[src/gbnms_cell.sv]
// One cell of the kept-box ring: holds one box, loads a new one or takes its neighbor's.
module gbnms_cell #(
    parameter int W = 48
) (
    input  logic         aclk,
    input  logic         shift_en,
    input  logic         load_en,
    input  logic [W-1:0] load_data,
    input  logic [W-1:0] shift_data,
    output logic [W-1:0] data_reg
);

    logic [W-1:0] data_next;

    always_comb begin
        data_next = data_reg;
        if (load_en) begin
            data_next = load_data;
        end else if (shift_en) begin
            data_next = shift_data;
        end
    end

    always_ff @(posedge aclk) begin
        data_reg <= data_next;
    end

endmodule

[config.mk]
export PLATFORM = sky130hd
export DESIGN_NAME = gbnms_cell
export DESIGN_NICKNAME = d
export VERILOG_FILES = /design/src/gbnms_cell.sv
export SDC_FILE = /design/constraint.sdc
export NUM_CORES = 1
export LEC_CHECK = 0
export BUFFER_PORTS_ARGS = -buffer_cell sky130_fd_sc_hd__buf_4
export CORE_ASPECT_RATIO = 1.75
export CORE_MARGIN = 10
export CORE_UTILIZATION = 44
export DETAILED_ROUTE_END_ITERATION = 8
export PLACE_DENSITY = 0.85
export SETUP_SLACK_MARGIN = 0.3
export SYNTH_ARGS = -nofsm -noshare
export SYNTH_HDL_FRONTEND = slang
export SYNTH_SLANG_ARGS = --single-unit
[constraint.sdc]
create_clock -name aclk -period 3.4 [get_ports aclk]
set_clock_uncertainty 0.05 [all_clocks]
set_input_delay 0 -clock aclk [delete_from_list [all_inputs] [get_ports aclk]]
set_output_delay 0 -clock aclk [all_outputs]
set_load 0.01 [all_outputs]
# Word level (Yosys, flattened, before mapping)
# Cells that the tools add are included.
totals:
  reg_bits: 48
  in_bits: 99
  out_inout_bits: 48
  word_cells: 4
op_classes:
  mux: 2
  n_reduce_logical: 1
op_table:
  columns: ["operator", "n"]
  rows:
  - ["48-bit 2-to-1 mux", 2]
  - ["2-bit nonzero test", 1]

# Logic depth before layout (Yosys ltp)
depth:
  word_depth: 2
  mapped_depth: 3

# Least setup slack after synthesis
# OpenSTA, ideal clock, no wires.
synth_path:
  path_type: "input port to flip-flop"
  startpoint: "input load_en"
  endpoint: "register data_reg[0] (enable)"
  setup_time_ns: 0.408
  arrival_time_ns: 1.394
  required_ns: 2.942
  path_slack_ns: 1.548
  cell_stages: 3
  cell_sequence: "buf_6 > buf_6 > or2_1"
synth_between:
  elab_chain_len: 1
synth_rtl:
  columns: ["item", "line_no", "rtl"]
  rows:
  - ["start: declaration", "7", "input logic load_en,"]
  - ["2-bit nonzero test (no line)", null, null]
  - ["end signal: assignment", "25", "data_reg <= data_next;"]
  - ["end: declaration", "10", "output logic [W-1:0] data_reg"]
# No other way between the ends.
# A chain may end at the register's enable or synchronous reset.

# Worst setup path after layout
layout_path:
  startpoint: "input load_en"
  endpoint: "register data_reg[45] (enable)"
# The elaborated chain is that of the path after synthesis.

==> flow_metrics.tcl <==
set metrics [dict create \
    chipWidth_um 71.8 \
    p_seq_share_pct 46.7 \
    finalSetupTns_ns 0 \
    synth_cells 102 \
    power.share.clock_pct 26.0 \
    avgViaCountPerCell 4.94 \
    crit_start "load_en" \
    cp.required_ns 3.27 \
    ioPinCount 147 \
    period_share_pct 49.9 \
    synth_top_cell_area_share_pct 69.7 \
    critPathBufInv 1 \
    vias 1971 \
    cts.sinks 48 \
    drive_gt1_share_pct 58.5 \
    min_period_ns 1.70 \
    yosys.area.top_type "edfxtp_1" \
    path_clk_slew_ns 0.10 \
    totalWireLength_mm 10.1 \
    ys_top_cells_by_area "edfxtp_1 (70%), mux2_2 (21%), mux2_4 (6.5%), buf_4 (1.1%), buf_6 (1.1%)" \
    setup_viol 0 \
    cp_slowest_cell "or2_2" \
    row_count 33 \
    grt_pass1_vias 2442 \
    synth_area_mm2 0.00207 \
    synth_seq_area_share_pct 69.7 \
    drt_iter0_drc 113 \
    rsz0062_at_grt "no" \
    switching_share_pct 24.0 \
    drv_slew 0 \
    critPathMaxStageDelay_ns 1.01 \
    maxSlewHeadroom_pct 23.1 \
    cts_buffer_depth 2 \
    synth-main-ff-cell "edfxtp_1" \
    cp_max_fo 49 \
    p_switching_w 0.000388 \
    hp-class "input port to flip-flop" \
    cts_setup_buffers 0 \
    post-place-ws_ns 1.42 \
    ir_drop_mv 0.363 \
    cts-root-buf "clkbuf_8" \
    stdcell_count 399 \
    crit_path_cell_trace "buf_4 > or2_2" \
    finalHoldViolCount 0 \
    cts_buffers 5 \
    post_drt_wl_per_cell_um 25.4 \
    yosys_warnings 0 \
    antenna_found_initial 0 \
    critPathLaunchType "input port" \
    cp.arrival_ns 1.57 \
    dieArea_mm2 0.00795 \
    hp-start "shift_data[8]" \
    avgSynthCellArea_um2 20.3 \
    dp_cells 295 \
    largest_reg_flops 48 \
    first_pass_iters 4 \
    fin_nets 445 \
    core_area_mm2 0.00462 \
    power_density_mw_per_mm2 379 \
    port_buffers 146 \
    ant_nets 0 \
    grt_pass1_wl_mm 14.8 \
    yosysMostFrequentCell "edfxtp_1" \
    synth_edf_count 48 \
    drcViolationCount 0 \
    criticalPathCategory "input port to flip-flop" \
    power_w 0.00161 \
    grt_max_degree 50 \
    maxCapViolations 0 \
    syn_nets 201 \
    layout_setup_ws_ns 1.70 \
    cp-end-kind "flip-flop" \
    tightest_slew_ns 1.15 \
    synth-seq-cells 48 \
    initial_core_util_pct 44.7 \
    grt_overflow 0 \
    synth_common_cells "edfxtp_1 (48), mux2_2 (39), mux2_4 (9), buf_4 (3), buf_6 (2)" \
    status "complete, no violations" \
    place_congestion 0.748 \
    critPathTopFamily "simple AND/OR/NAND/NOR gates" \
    max_freq_mhz 589 \
    htreeDepth 2 \
    num_antenna_cells 0 \
    synth_async_sr_flop_share_pct 0 \
    grt_usage_pct 25.1 \
    power_leakage_nw 1.87 \
    cts_tree "done" \
    dieHeight_um 111 \
    comb_power_share_pct 27.3 \
    synthDistinctLibCells 6 \
    area_delta_synth_final_pct 106 \
    intPower_w 0.00123 \
]
[cells in the final DEF (no fill, tap or decap)]
| master | netlist | routed |
|---|---|---|
| mux2_4 | 9 | 9 |
| clkinvlp_4 | 0 | 1 |
| clkbuf_8 | 0 | 5 |
| edfxtp_1 | 48 | 48 |
| clkinv_2 | 0 | 1 |
| dlygate4sd3_1 | 0 | 96 |
| or2_2 | 0 | 1 |
| mux2_2 | 39 | 39 |
| bufinv_16 | 0 | 1 |
| buf_4 | 3 | 146 |
[path summary, 6_finish.rpt]
| path | to | slack, ns | cells past startpoint |
|---|---|---|---|
| max | data_reg[45] | 1.70 | 2 |
| min | data_reg[8] | 0.47 | 3 |
[per-layer routing]
layer  GRT usage, %  wire length [µm]
met1           22.3              3090
met2           46.5              5690
met3           9.32               934
met4           12.1               420
met5              0                 0
[per-stage QoR]
step | utilization [%] | hold WS, ns | area, µm²
after global routing | 92.0 | 0.461 | 4260
after CTS | 92.0 | 0.473 | 4260
final | 92.0 | 0.470 | 4260
after floorplan | - | 0.167 | 2070
after global placement | 68.8 | 0.251 | 3180
after detailed placement | 68.8 | 0.253 | 3180
[cell type report]
type,instances,area [µm²]
Timing Repair Buffer,242,2060
Clock buffer,5,68.8
Multi-Input combinational cell,49,581
Fill cell,163,369
Sequential cell,48,1440
Tap cell,52,65.1
Clock inverter,3,42.5
[cell families after synthesis]
| logic type | synth area share, % |
|---|---|
| mux | 27.8 |
| buf+inv | 2.18 |
| simple gates | 0.303 |
| flops | 69.7 |
[power groups by stage]
stage	Clock, W	Combinational, W	Sequential, W
after floorplan	0	0.0000729	0.000794
after global placement	0	0.000301	0.000755
after detailed placement	0	0.000305	0.000758
after CTS	0.000417	0.000412	0.000745
after global routing	0.000452	0.000462	0.000758
final	0.000420	0.000441	0.000753
[repair_timing]
action | CTS | global route
hold endpoints to repair | 48 | 0
hold buffers | 96 | 0
resized for setup | 0 | 0
setup endpoints to repair | 0 | 0
No activity file was read; power rests on OpenSTA's default activity.
