**config.mk**
```make
export PLATFORM = sky130hd
export DESIGN_NAME = gbnms_iou
export DESIGN_NICKNAME = d
export VERILOG_FILES = /design/src/gbnms_pkg.sv /design/src/gbnms_iou.sv
export SDC_FILE = /design/constraint.sdc
export NUM_CORES = 2
export LEC_CHECK = 0
export BUFFER_PORTS_ARGS = -buffer_cell sky130_fd_sc_hd__buf_2
export CAP_MARGIN = 20
export CORE_ASPECT_RATIO = 0.9
export CORE_MARGIN = 5
export CORE_UTILIZATION = 54
export DETAILED_ROUTE_END_ITERATION = 6
export PLACE_DENSITY = 0.8
export SLEW_MARGIN = 10
export SYNTH_ARGS = -nofsm -noshare
export SYNTH_HDL_FRONTEND = slang
export SYNTH_SLANG_ARGS = --single-unit
```
**constraint.sdc**
```tcl
create_clock -name aclk -period 9.35 [get_ports aclk]
set_input_delay 0.4675 -clock aclk [delete_from_list [all_inputs] [get_ports aclk]]
set_output_delay 0.4675 -clock aclk [all_outputs]
set_load 0.005 [all_outputs]
```
**src/gbnms_pkg.sv**
```systemverilog
// Shared constants for the greedy box non-maximum suppression block.
package gbnms_pkg;

    localparam int IN_COORD_W = 12;
    localparam int THR_W      = 9;
    localparam int SLOT_W     = 6;
    localparam int TOTAL_W    = 7;

    localparam logic [THR_W-1:0] THR_RESET = 9'd166;

endpackage

```
**src/gbnms_iou.sv**
```systemverilog
// Pipelined IoU threshold test of the current box against one kept box per cycle.
module gbnms_iou
    import gbnms_pkg::*;
#(
    parameter int CB = 12
) (
    input  logic               aclk,
    input  logic               aresetn,
    input  logic               in_valid,
    input  logic [CB-1:0]      a_x,
    input  logic [CB-1:0]      a_y,
    input  logic [CB-1:0]      a_w,
    input  logic [CB-1:0]      a_h,
    input  logic [2*CB-1:0]    a_area,
    input  logic [CB-1:0]      b_x,
    input  logic [CB-1:0]      b_y,
    input  logic [CB-1:0]      b_w,
    input  logic [CB-1:0]      b_h,
    input  logic [THR_W-1:0]   thr,
    output logic               hit_valid_reg,
    output logic               hit_reg,
    output logic               busy
);

    localparam int OW = CB + 1;
    localparam int IW = 2 * OW;
    localparam int PW = IW + THR_W;

    logic [OW-1:0] ox_next, oy_next;
    logic [OW-1:0] ox_reg, oy_reg;
    logic [2*CB-1:0] barea1_reg, barea2_reg;
    logic [IW-1:0] inter2_reg, inter3_reg, inter4_reg;
    logic [IW-1:0] uni3_reg;
    logic [PW-1:0] prod4_reg;
    logic uz4_reg;
    logic v1_reg, v2_reg, v3_reg, v4_reg;

    function automatic logic [OW-1:0] overlap(input logic [CB-1:0] a0, input logic [CB-1:0] al,
                                              input logic [CB-1:0] b0, input logic [CB-1:0] bl);
        logic [OW-1:0] a1, b1, lo, hi;
        a1 = OW'(a0) + OW'(al);
        b1 = OW'(b0) + OW'(bl);
        lo = (a0 > b0) ? OW'(a0) : OW'(b0);
        hi = (a1 < b1) ? a1 : b1;
        return (hi > lo) ? hi - lo : '0;
    endfunction

    always_comb begin
        ox_next = overlap(a_x, a_w, b_x, b_w);
        oy_next = overlap(a_y, a_h, b_y, b_h);
    end

    always_ff @(posedge aclk) begin
        ox_reg     <= ox_next;
        oy_reg     <= oy_next;
        barea1_reg <= b_w * b_h;
        inter2_reg <= ox_reg * oy_reg;
        barea2_reg <= barea1_reg;
        uni3_reg   <= IW'(a_area) + IW'(barea2_reg) - inter2_reg;
        inter3_reg <= inter2_reg;
        prod4_reg  <= PW'(thr) * PW'(uni3_reg);
        uz4_reg    <= (uni3_reg == '0);
        inter4_reg <= inter3_reg;
        hit_reg    <= !uz4_reg && ({inter4_reg, 8'b0} > PW'(prod4_reg));
    end

    always_ff @(posedge aclk) begin
        if (!aresetn) begin
            v1_reg        <= 1'b0;
            v2_reg        <= 1'b0;
            v3_reg        <= 1'b0;
            v4_reg        <= 1'b0;
            hit_valid_reg <= 1'b0;
        end else begin
            v1_reg        <= in_valid;
            v2_reg        <= v1_reg;
            v3_reg        <= v2_reg;
            v4_reg        <= v3_reg;
            hit_valid_reg <= v4_reg;
        end
    end

    assign busy = v1_reg | v2_reg | v3_reg | v4_reg | hit_valid_reg;

endmodule

```
; Word-level counts from Yosys, hierarchy flattened
; Index checks and enable logic that the tools add are counted.
[totals]
ff_bits = 220
inputBits = 132
out_inout_bits = 3
wordCells = 45
[classes]
add_sub_neg = 8
multipliers = 3
magnitude_cmp = 7
muxes = 4
bitwise = 4
reduce_logical = 3
[ops]
columns = op, n
row1 = $add A12 B12 Y13, 4
row2 = $gt A34 B35 Y1, 1
row3 = $mul A9 B26 Y35, 1
row4 = $gt A13 B12 Y1, 2
row5 = $logic_not A26 Y1, 1
row6 = $lt A13 B13 Y1, 2
row7 = $mul A13 B13 Y26, 1
row8 = $mux W13, 2
row9 = $sub A13 B12 Y13, 2
row10 = $sub A25 B26 Y26, 1
row11 = $add A24 B24 Y25, 1
row12 = $gt A12 B12 Y1, 2
row13 = $mul A12 B12 Y24, 1
row14 = $mux W12, 2
row15 = $or A1 B1 Y1, 4
row16 = $logic_and A1 B1 Y1, 1
row17 = $logic_not A1 Y1, 1

; Depth between registers and ports, before layout
[depth]
ltp_word = 4
ltp_mapped = 31
depth_no_buf = 30

; Worst setup path after synthesis
; Ideal clock, no wire load.
[synth_timing]
path_kind = input -> register
startpoint = input port b_w[1]
endpoint = register ox_reg[3]
setup_ns = 0.129
arrival_time_ns = 5.664
required_time_ns = 9.221
slack_ns = 3.557
path_stages = 30
n_path_buf = 3
path_cell_list = clkbuf_1 -> inv_1 -> fa_1 -> nor2b_1 -> o21ai_0 -> a21boi_0 -> o21ai_0 -> nand2b_1 -> xor2_1 -> inv_1 -> ha_1 -> and3_1 -> a221o_1 -> a31oi_1 -> o21ai_0 -> a21oi_1 -> o311ai_4 -> buf_4 -> a21oi_1 -> ha_1 -> nor2b_1 -> o21ai_0 -> a21boi_0 -> o22ai_1 -> o211ai_1 -> o41ai_1 -> nor2_1 -> nor2_2 -> buf_6 -> nor3_1
[synth_via]
elab_chain_cells = 4
elab_cells_between_ends = 5
cone_classes = add/sub: 2 / order compare: 2 / mux: 1
[synth_rtl]
columns = item, line_no
row1 = "start, declared", gbnms_iou.sv:17  ; input logic [CB-1:0] b_w,
row2 = $add A12 B12 Y13 (*), gbnms_iou.sv:42  ; b1 = OW'(b0) + OW'(bl);
row3 = $lt A13 B13 Y1, gbnms_iou.sv:44  ; hi = (a1 < b1) ? a1 : b1;
row4 = $mux W13 (*), gbnms_iou.sv:44
row5 = $sub A13 B12 Y13 or $gt A13 B12 Y1 (tied branches), gbnms_iou.sv:45  ; return (hi > lo) ? hi - lo : '0;
row6 = "end signal, assigned", gbnms_iou.sv:54  ; ox_reg <= ox_next;
row7 = "end, declared", gbnms_iou.sv:30  ; logic [OW-1:0] ox_reg, oy_reg;
; Every way passes the cells marked *; elsewhere a longest branch is shown, timed or not.
; A chain may end at the register's enable or synchronous reset.

; Worst setup path after layout
[layout_timing]
startpoint = input port b_w[0]
endpoint = register ox_reg[11]
; The elaborated chain is that of the path after synthesis.

==> run metrics <==
status=finished, final reports clean; H-tree depth=1; layout cell share with drive strength beyond 1=0.05750; Critical Path Most Common Cell=o21ai_0; die area=59,330 sq um; met2 Usage GRT=0.3889; Yosys warnings=0; Yosys reg bits=220; drt total wl=66,540 microns; most common cell in the netlist=inv_1; clk slew on worst S/H paths=0.06 ns; post-CTS sizing=0; TritonCTS clock tree=built; Die H=231.6 microns; Antenna diodes=0; Critical Path Max Stage Delay=0.66 ns; Worst Path Required=9.75 ns; global route hottest layer=met2; crit path DAT=6.73 ns; vias in the first global route=23,490; Residual DRC=0; skew final=0.04073 ns; nets=4,354; Largest register FFs=35; TNS Setup=0 ns; r2r startpoint=ox_reg[9]$_SDFF_PP0_; Slowest cell on crit path=o311ai_4; sequential area share after synthesis=0.1495; Syn Nets=4,296; ys async rst share=0; dominant synthesized flop cell=dfxtp_1; die width=256.2 microns; Final Non-Filler Cells=4,166; Initial Util=0.5433; WHS Endpoint=v1_reg$_SDFF_PN0_; library cells used by synthesis=68; number of max-slew violations in the final report=0; Worst R2R Path Depth=19; drt via density=5.389; grt met3 use=0.03028; Max-slew headroom=0.3512; Starting DRT DRC Count=1,140; DP Cell Count=4,123; routed vias=22,450; R2R Setup Slk=3.34 ns; FP Rows=81; drt pass-1 iters=5; antenna violations before repair=1; hold buffer count at CTS=0; Mean Syn Cell Area=8.700 sq um; CTS max path bufs=3; first-pass GRT wire length=113,800 microns; CP Class=input pin to flip-flop; Worst-Margin Slew=0.9461 ns; final setup fails=0; Clock Latency Late Sink=0.54 ns; RSZ-0062 raised after global routing=no; Worst Setup End Kind=flip-flop; Layout area overhead=6.647%; GP Congestion=0.9728; GRT Overall Usage=0.2278; Worst R2R End=inter2_reg[25]$_DFF_P_; max cap viols=0; Hold Path Origin=in_valid; Post-synth EDFFs=0; I/O pin count=135; final global-route overflow total=0; Synth top cells by count=733 x inv_1, 420 x fa_1, 372 x nand2_1; Layout Utilization=0.5794; pin count of the biggest net entering global routing=27; Worst Hold Class=input pin to flip-flop; CTS Buf Count=24; cell taking the most area after synthesis=fa_1; # Post-CTS Setup Buffers=0; hold path depth=2; clk root buf=clkbuf_16; Synth area leaders=fa_1 29%, ha_1 15%, dfxtp_1 15%; GR Util met1=0.3091; Final HPWL DP=54,560 microns; core box area=54,220 sq um; Post-Syn Area=29,460 sq um; drt wl/cell=15.97 microns; number of port buffers=134; post-synthesis cell count=3,386; Fmax=158.1 MHz; Tmin final=6.327 ns; antenna-violating nets left=0; final hold vios=0; period utilization=0.6767; CP Max Fanout=15; Filler cells=4,610; startpoint types=input pin; CTS sink count=220; Yosys top cell area share=0.2854
final cells by class:
type	count	area, sq um	share of cell area
well taps	705	882.1	0.02808
flip-flops and latches	220	4404	0.1402
repair buffers	136	685.7	0.02182
clock buffers	34	678.2	0.02159
inverters	733	2751	0.08757
multi-input cells	2329	21900	0.6971
clock inverters	9	113.9	0.003624
cells in the final DEF, fill, tap and decap left out, types with 5 or more instances in the layout:
master     instances
o21a_1            27
buf_2            134
or2_2              5
a21boi_0           6
o211ai_1          10
and2_1           279
a21oi_1          114
or3_1              5
o21ai_0           95
a211oi_1          15
nand3_1           27
nor2b_1           35
xnor2_1           90
xor2_1            42
nor2_1           118
nor3_1            35
nand4_1           20
o21bai_1          17
ha_1             358
a31o_2             6
nor4_1            13
nand2b_1          28
a31oi_1           10
inv_1            733
nand2_1          372
a21o_1            63
clkbuf_1           6
dfxtp_1          220
mux2i_1           36
mux2_2             9
fa_1             420
and3_1            10
clkbuf_16         24
per-layer routing:
layer / vias up / share of wire
li1: 10630 / -
met2: 743 / 0.47
met4: 0 / 0.026
met3: 125 / 0.062
met5: - / 0
met1: 10960 / 0.44
worst max path at each step:
| stage | from | end |
|---|---|---|
| 2_1_floorplan | b_w[1] | ox_reg[3]$_SDFF_PP0_ |
| 3_3_place_gp | b_w[0] | ox_reg[11]$_SDFF_PP0_ |
| 3_5_place_dp | b_w[0] | ox_reg[11]$_SDFF_PP0_ |
| 4_1_cts | b_w[0] | ox_reg[11]$_SDFF_PP0_ |
| 5_1_grt | b_w[0] | ox_reg[11]$_SDFF_PP0_ |
| 6_report | b_w[0] | ox_reg[11]$_SDFF_PP0_ |
stage by stage:
step | hold WS [ns] | cell area, sq um | worst slack, ns
finish | 0.1430 | 31420 | 3.023
global route | 0.1438 | 31420 | 2.437
detailed placement | 0.3121 | 30630 | 2.576
floorplan | 0.3096 | 29460 | 3.557
global placement | 0.3099 | 30630 | 2.799
CTS | 0.1201 | 31420 | 3.151
critical path: cells and delay by family:
family,cells,cell delay [ns]
AO/OA/AOI/OAI,14,3.27
adder cells (fa/ha/maj),4,1.22
AND/OR/NAND/NOR,8,1.22
buffers and inverters,3,0.35
XOR/XNOR,1,0.20
cell families after synthesis:
group / count (synthesis) / synth area share
adder cells (fa/ha/maj): 778 / 0.4375
AND/OR/NAND/NOR: 963 / 0.1615
buffers and inverters: 837 / 0.1070
flip-flops: 220 / 0.1495
multiplexers: 45 / 0.01567
XOR/XNOR: 132 / 0.03924
AO/OA/AOI/OAI: 411 / 0.08957
Power is not shown: default switching activity piles up to over one toggle a cycle in this logic, so the estimate is an artifact.
